<file path="config.mk">
export PLATFORM = sky130hd
export DESIGN_NAME = zmb_cell
export DESIGN_NICKNAME = d
export VERILOG_FILES = /design/src/hdl/zmb_pkg.sv /design/src/hdl/zmb_cell.sv
export SDC_FILE = /design/constraint.sdc
export NUM_CORES = 1
export LEC_CHECK = 0
export ABC_AREA = 1
export BUFFER_PORTS_ARGS = -buffer_cell sky130_fd_sc_hd__buf_2
export CELL_PAD_IN_SITES_DETAIL_PLACEMENT = 1
export CELL_PAD_IN_SITES_GLOBAL_PLACEMENT = 2
export CORE_AREA = 2 2 265 267
export CTS_CLUSTER_SIZE = 30
export DETAILED_ROUTE_END_ITERATION = 6
export DIE_AREA = 0 0 267 269
export GPL_ROUTABILITY_DRIVEN = 0
export PLACE_DENSITY_LB_ADDON = 0.1
export SYNTH_ARGS = -nofsm -noshare
export SYNTH_HDL_FRONTEND = slang
export SYNTH_SLANG_ARGS = --single-unit
</file>
<file path="constraint.sdc">
create_clock -name clock -period 25.1 [get_ports clock]
set_input_delay 5.02 -clock clock [delete_from_list [all_inputs] [get_ports clock]]
set_output_delay 5.02 -clock clock [all_outputs]
set_load 0.05 [all_outputs]
</file>
<file path="src/hdl/zmb_pkg.sv">
package zmb_pkg;

   // Bits per coordinate; codes are twice as wide.
   localparam int COORD_BITS = 32;
   localparam int CODE_BITS  = 64;
   localparam int TOTAL_BITS = 2 * COORD_BITS;
   localparam int POS_BITS   = $clog2(CODE_BITS);

   // Only the low TOTAL_BITS bits of a code take part.
   localparam logic [CODE_BITS-1:0] WIDTH_MASK = {CODE_BITS{1'b1}} >> (CODE_BITS - TOTAL_BITS);

   // Decision codes {probe bit, min bit, max bit}
   localparam logic [2:0] SEL_000 = 3'b000;
   localparam logic [2:0] SEL_001 = 3'b001;
   localparam logic [2:0] SEL_010 = 3'b010;
   localparam logic [2:0] SEL_011 = 3'b011;
   localparam logic [2:0] SEL_100 = 3'b100;
   localparam logic [2:0] SEL_101 = 3'b101;
   localparam logic [2:0] SEL_110 = 3'b110;
   localparam logic [2:0] SEL_111 = 3'b111;

   typedef struct packed {
      logic [CODE_BITS-1:0] probe_code;
      logic [CODE_BITS-1:0] box_min_code;
      logic [CODE_BITS-1:0] box_max_code;
   } req_item_type;

   typedef struct packed {
      logic [CODE_BITS-1:0] lit_max;
      logic [CODE_BITS-1:0] big_min;
      logic                 corner_error;
   } rsp_item_type;

   // Search state handed from cell to cell
   typedef struct packed {
      logic                 valid;
      logic                 done;
      logic                 err;
      logic [CODE_BITS-1:0] probe;
      logic [CODE_BITS-1:0] zmin;
      logic [CODE_BITS-1:0] zmax;
      logic [CODE_BITS-1:0] lit;
      logic [CODE_BITS-1:0] big;
   } state_type;

   // Bits of the same dimension as pos, at pos and below
   function automatic logic [CODE_BITS-1:0] dim_mask(input logic [POS_BITS-1:0] pos);
      logic [CODE_BITS-1:0] m;
      m = '0;
      for (int j = 0; j < CODE_BITS; j++) begin
         m[j] = (POS_BITS'(j) <= pos) && (1'(j) == pos[0]);
      end
      return m;
   endfunction

endpackage

</file>
<file path="src/hdl/zmb_cell.sv">
module zmb_cell (
   input  logic                         clock,
   input  logic                         reset,
   input  logic                         enable,
   input  logic [zmb_pkg::POS_BITS-1:0] bit_pos,
   input  zmb_pkg::state_type           state_in,
   output zmb_pkg::state_type           state_out
);

   zmb_pkg::state_type                   state_ff;
   zmb_pkg::state_type                   state_in_nx;
   logic [zmb_pkg::CODE_BITS-1:0]        mask;
   logic [zmb_pkg::CODE_BITS-1:0]        top_bit;
   logic [zmb_pkg::CODE_BITS-1:0]        load_hi;
   logic [zmb_pkg::CODE_BITS-1:0]        load_lo;
   logic [2:0]                           sel;

   assign mask    = zmb_pkg::dim_mask(bit_pos);
   assign top_bit = zmb_pkg::CODE_BITS'(1) << bit_pos;
   // Patterns 1000... and 0111... for this dimension from bit_pos down
   assign load_hi = top_bit;
   assign load_lo = mask & ~top_bit;
   assign sel     = {state_in.probe[bit_pos], state_in.zmin[bit_pos], state_in.zmax[bit_pos]};

   // One step of the decision table
   always_comb begin
      state_in_nx = state_in;
      if (!state_in.done) begin
         case (sel) inside
            zmb_pkg::SEL_001: begin
               state_in_nx.big  = (state_in.zmin & ~mask) | load_hi;
               state_in_nx.zmax = (state_in.zmax & ~mask) | load_lo;
            end
            zmb_pkg::SEL_010, zmb_pkg::SEL_110: begin
               state_in_nx.err = 1'b1;
            end
            zmb_pkg::SEL_011: begin
               state_in_nx.big  = state_in.zmin;
               state_in_nx.done = 1'b1;
            end
            zmb_pkg::SEL_100: begin
               state_in_nx.lit  = state_in.zmax;
               state_in_nx.done = 1'b1;
            end
            zmb_pkg::SEL_101: begin
               state_in_nx.lit  = (state_in.zmax & ~mask) | load_lo;
               state_in_nx.zmin = (state_in.zmin & ~mask) | load_hi;
            end
            default: begin
            end
         endcase
      end
   end

   // Stage register
   always_ff @(posedge clock) begin
      if (reset) begin
         state_ff.valid <= 1'b0;
      end else if (enable) begin
         state_ff <= state_in_nx;
      end
   end

   assign state_out = state_ff;

endmodule

</file>
==> impl_metrics.ini <==
[setup_path]
r2r-end = state_out[322]$_SDFFE_PP0P_
crit_type = primary input to flip-flop
end_kind = flip-flop
r2r_start = state_out[322]$_SDFFE_PP0P_
path_max_fanout = 75
worstPathCellList = buf_2 > buf_4 > inv_2 > buf_4 > nor2_1 > nand2_1 > nand3_1 > nand2_1 > nand2_1 > o21ai_1 > nand2_1 > nor2_2 > nor2_4 > buf_4 > nand2_2 > buf_4 > nand2_1 > a21boi_1
arrival_ns = 9.83
setup.worst_path.start_class = primary input
r2r_cells = 2
cp_slowest_stage_delay_ns = 0.65
rrSetupSlack_ns = 24.55
crit_top_cell = nand2_1
worst_ep_required_time_ns = 25.51
critPathSlowestCell = buf_4

[finish]
seq_area_sq_um = 9689
synthToLayoutAreaGrowth_pct = 27.77
largest_reg_flops = 323
multi_input_area_sq_um = 7515
fin_nets = 3381
drive_gt1_share_pct = 25.06
fin_util_pct = 35.22
nFillCells = 8614

[timing]
worst_pin_slew_ns = 1.232
fin_crit_sh_pct = 37.56
report.final.slew_viol_count = 0
setup_tns_ns = 0
clock.fmax_ghz = 0.1061
hold_viol = 0
fin_crit_ns = 9.428
relSlewSlack_pct = 17.26
worst_clock_skew_ns = 0
rsz0062_at_grt = false
setup_viol = 0

[route]
vias_per_cell = 4.861
firstDrtPassIters = 5
ant_nets = 0
wirelength_microns = 96360
routed-via-count = 19569
drcViolationCount = 0
wl_per_cell_microns = 23.93
drtIter0Drc = 1487

[clock_network]
cts-htree-levels = 2
cts_inserted_buffers = 41
post-cts-setup-buffers = 0
cts_max_path_buffers = 3
cts_hold_buf = 0
clockRootBuffer = clkbuf_16
ctsResizeCount = 0
cts_tree = yes
clk_latency_ns = 0.57
path_clk_slew_ns = 0.06
clock-sinks = 323

[global_routing]
grtUsageTotal_pct = 25.89
grt_first_pass_wirelength_microns = 135800
antenna_found_initial = 12
grt-ovfl-total = 0
grt_max_degree = 160
grt_pass1_vias = 19492

[synthesis]
ys_ff_latch = 323
yosysWarningCount = 0
syn_inst = 2468
ys_seq_area_share_pct = 50.72
avgSynthCellArea_sq_um = 7.740
ys_types = 32
syn_area_sq_um = 19100
syn_nets = 2800

[floorplanning]
design.core.area_sq_um = 69300
die_w_microns = 267
num_io_pins = 655
fp-row-count = 97
dieArea_sq_um = 71820
fp.dieH_microns = 269
start_util_pct = 27.56

[run_status]
outcome = finished, final reports clean

[min_path]
holdCritStartpoint = state_out[322]$_SDFFE_PP0P_
min_to = state_out[322]$_SDFFE_PP0P_
min_path_type = flip-flop to flip-flop
whs_path_depth = 2

[pwr]
power_density_nw_per_um2 = 71.47
vdd_drop_max_uv = 47.36
p_leak_uw = 0.01184

[placement]
io_buffer_count = 654
dp_hpwl_microns = 73770

[job]
maxCapViolCount = 0
cell type report:
cell class / instances / area share, %
Sequential cell: 323 / 39.70
Multi-Input combinational cell: 1690 / 30.79
Timing Repair Buffer: 681 / 14.37
Tap cell: 940 / 4.819
Inverter: 312 / 4.798
Clock buffer: 45 / 4.439
Clock inverter: 29 / 1.025
Antenna cell: 6 / 0.06152
layout by cell type, fill, tap and decap left out, drive strengths merged:
master,count
o211ai,1
nand2,909
diode,6
o21ai,294
nor3,1
o31ai,1
a22oi,10
clkinv,20
nand3,205
bufinv,4
o21a,1
nand3b,3
a211oi,2
a21oi,35
clkinvlp,4
inv,313
o21bai,10
o22ai,14
clkbuf,45
dfxtp,1
a21boi,73
nor2,131
edfxtp,322
buf,681
worst max path at each step:
stage	start	endpoint	slack, ns	cells past startpoint
after CTS	bit_pos[1]	state_out[81]$_DFFE_PP_	15.74	18
final	bit_pos[1]	state_out[81]$_DFFE_PP_	15.67	18
after global placement	bit_pos[1]	state_out[89]$_DFFE_PP_	15.21	16
after detailed placement	bit_pos[1]	state_out[81]$_DFFE_PP_	15.15	18
after floorplan	enable	state_out[0]$_DFFE_PP_	5.51	2
after global routing	bit_pos[1]	state_out[81]$_DFFE_PP_	15.31	18
cells in the mapped netlist (all sizes together):
cell type / n / area [sq um]
nand3b: 3 / 22.52
o21bai: 10 / 75.07
a21oi: 35 / 175.2
o22ai: 14 / 87.58
o21a: 1 / 7.510
nand2: 909 / 3420
dfxtp: 1 / 20.02
nor2: 131 / 519.3
o211ai: 1 / 7.510
clkbuf: 47 / 177.7
o31ai: 1 / 7.510
clkinv: 1 / 3.750
a22oi: 10 / 75.07
o21ai: 294 / 1471
edfxtp: 322 / 9669
nor3: 1 / 5.000
a211oi: 2 / 15.01
nand3: 205 / 1031
a21boi: 73 / 548.0
buf: 96 / 596.8
inv: 311 / 1167
logic make-up (layout without fill, tap and decap cells):
logic type | Yosys count | count (layout) | share of synthesized area (%)
AO/OA/AOI/OAI | 441 | 441 | 12.93
other | 0 | 6 | 0
flip-flops | 323 | 323 | 50.72
buffers and inverters | 455 | 1067 | 10.19
AND/OR/NAND/NOR | 1249 | 1249 | 26.16
critical path: cells and delay by family:
| family | cells | cell delay, ns |
|---|---|---|
| AO/OA/AOI/OAI | 2 | 0.25 |
| buffers and inverters | 6 | 2.66 |
| AND/OR/NAND/NOR | 10 | 1.63 |
per-layer routing:
metal / vias to the layer above / part of all wire, % / global-route usage, %
li1: 9190 / - / -
met1: 9648 / 46 / 35.94
met2: 632 / 46 / 42.26
met3: 95 / 5.9 / 4.374
met4: 4 / 1.9 / 5.588
met5: - / 0.030 / 0
through the flow:
| stage | total power (uW) | worst slack [ns] | instance area [sq um] | cells | hold WS, ns |
|---|---|---|---|---|---|
| floorplan | 999.8 | 5.509 | 19100 | 2468 | 0.6739 |
| finish | 1744 | 15.67 | 24410 | 4026 | 0.4664 |
| CTS | 1763 | 15.74 | 24390 | 4020 | 0.4739 |
| global route | 1815 | 15.31 | 24400 | 4024 | 0.4963 |
| global placement | 1147 | 15.21 | 23060 | 3946 | 0.4431 |
| detailed placement | 1153 | 15.15 | 23060 | 3946 | 0.4648 |
power by group:
| group | internal, uW | total [uW] | switching [uW] | leakage [uW] |
|---|---|---|---|---|
| logic | 105 | 479 | 374 | 0.00817 |
| registers | 648 | 660 | 11.6 | 0.00303 |
| clock network | 352 | 605 | 253 | 0.000649 |
Power figures use the tool's default switching activity.
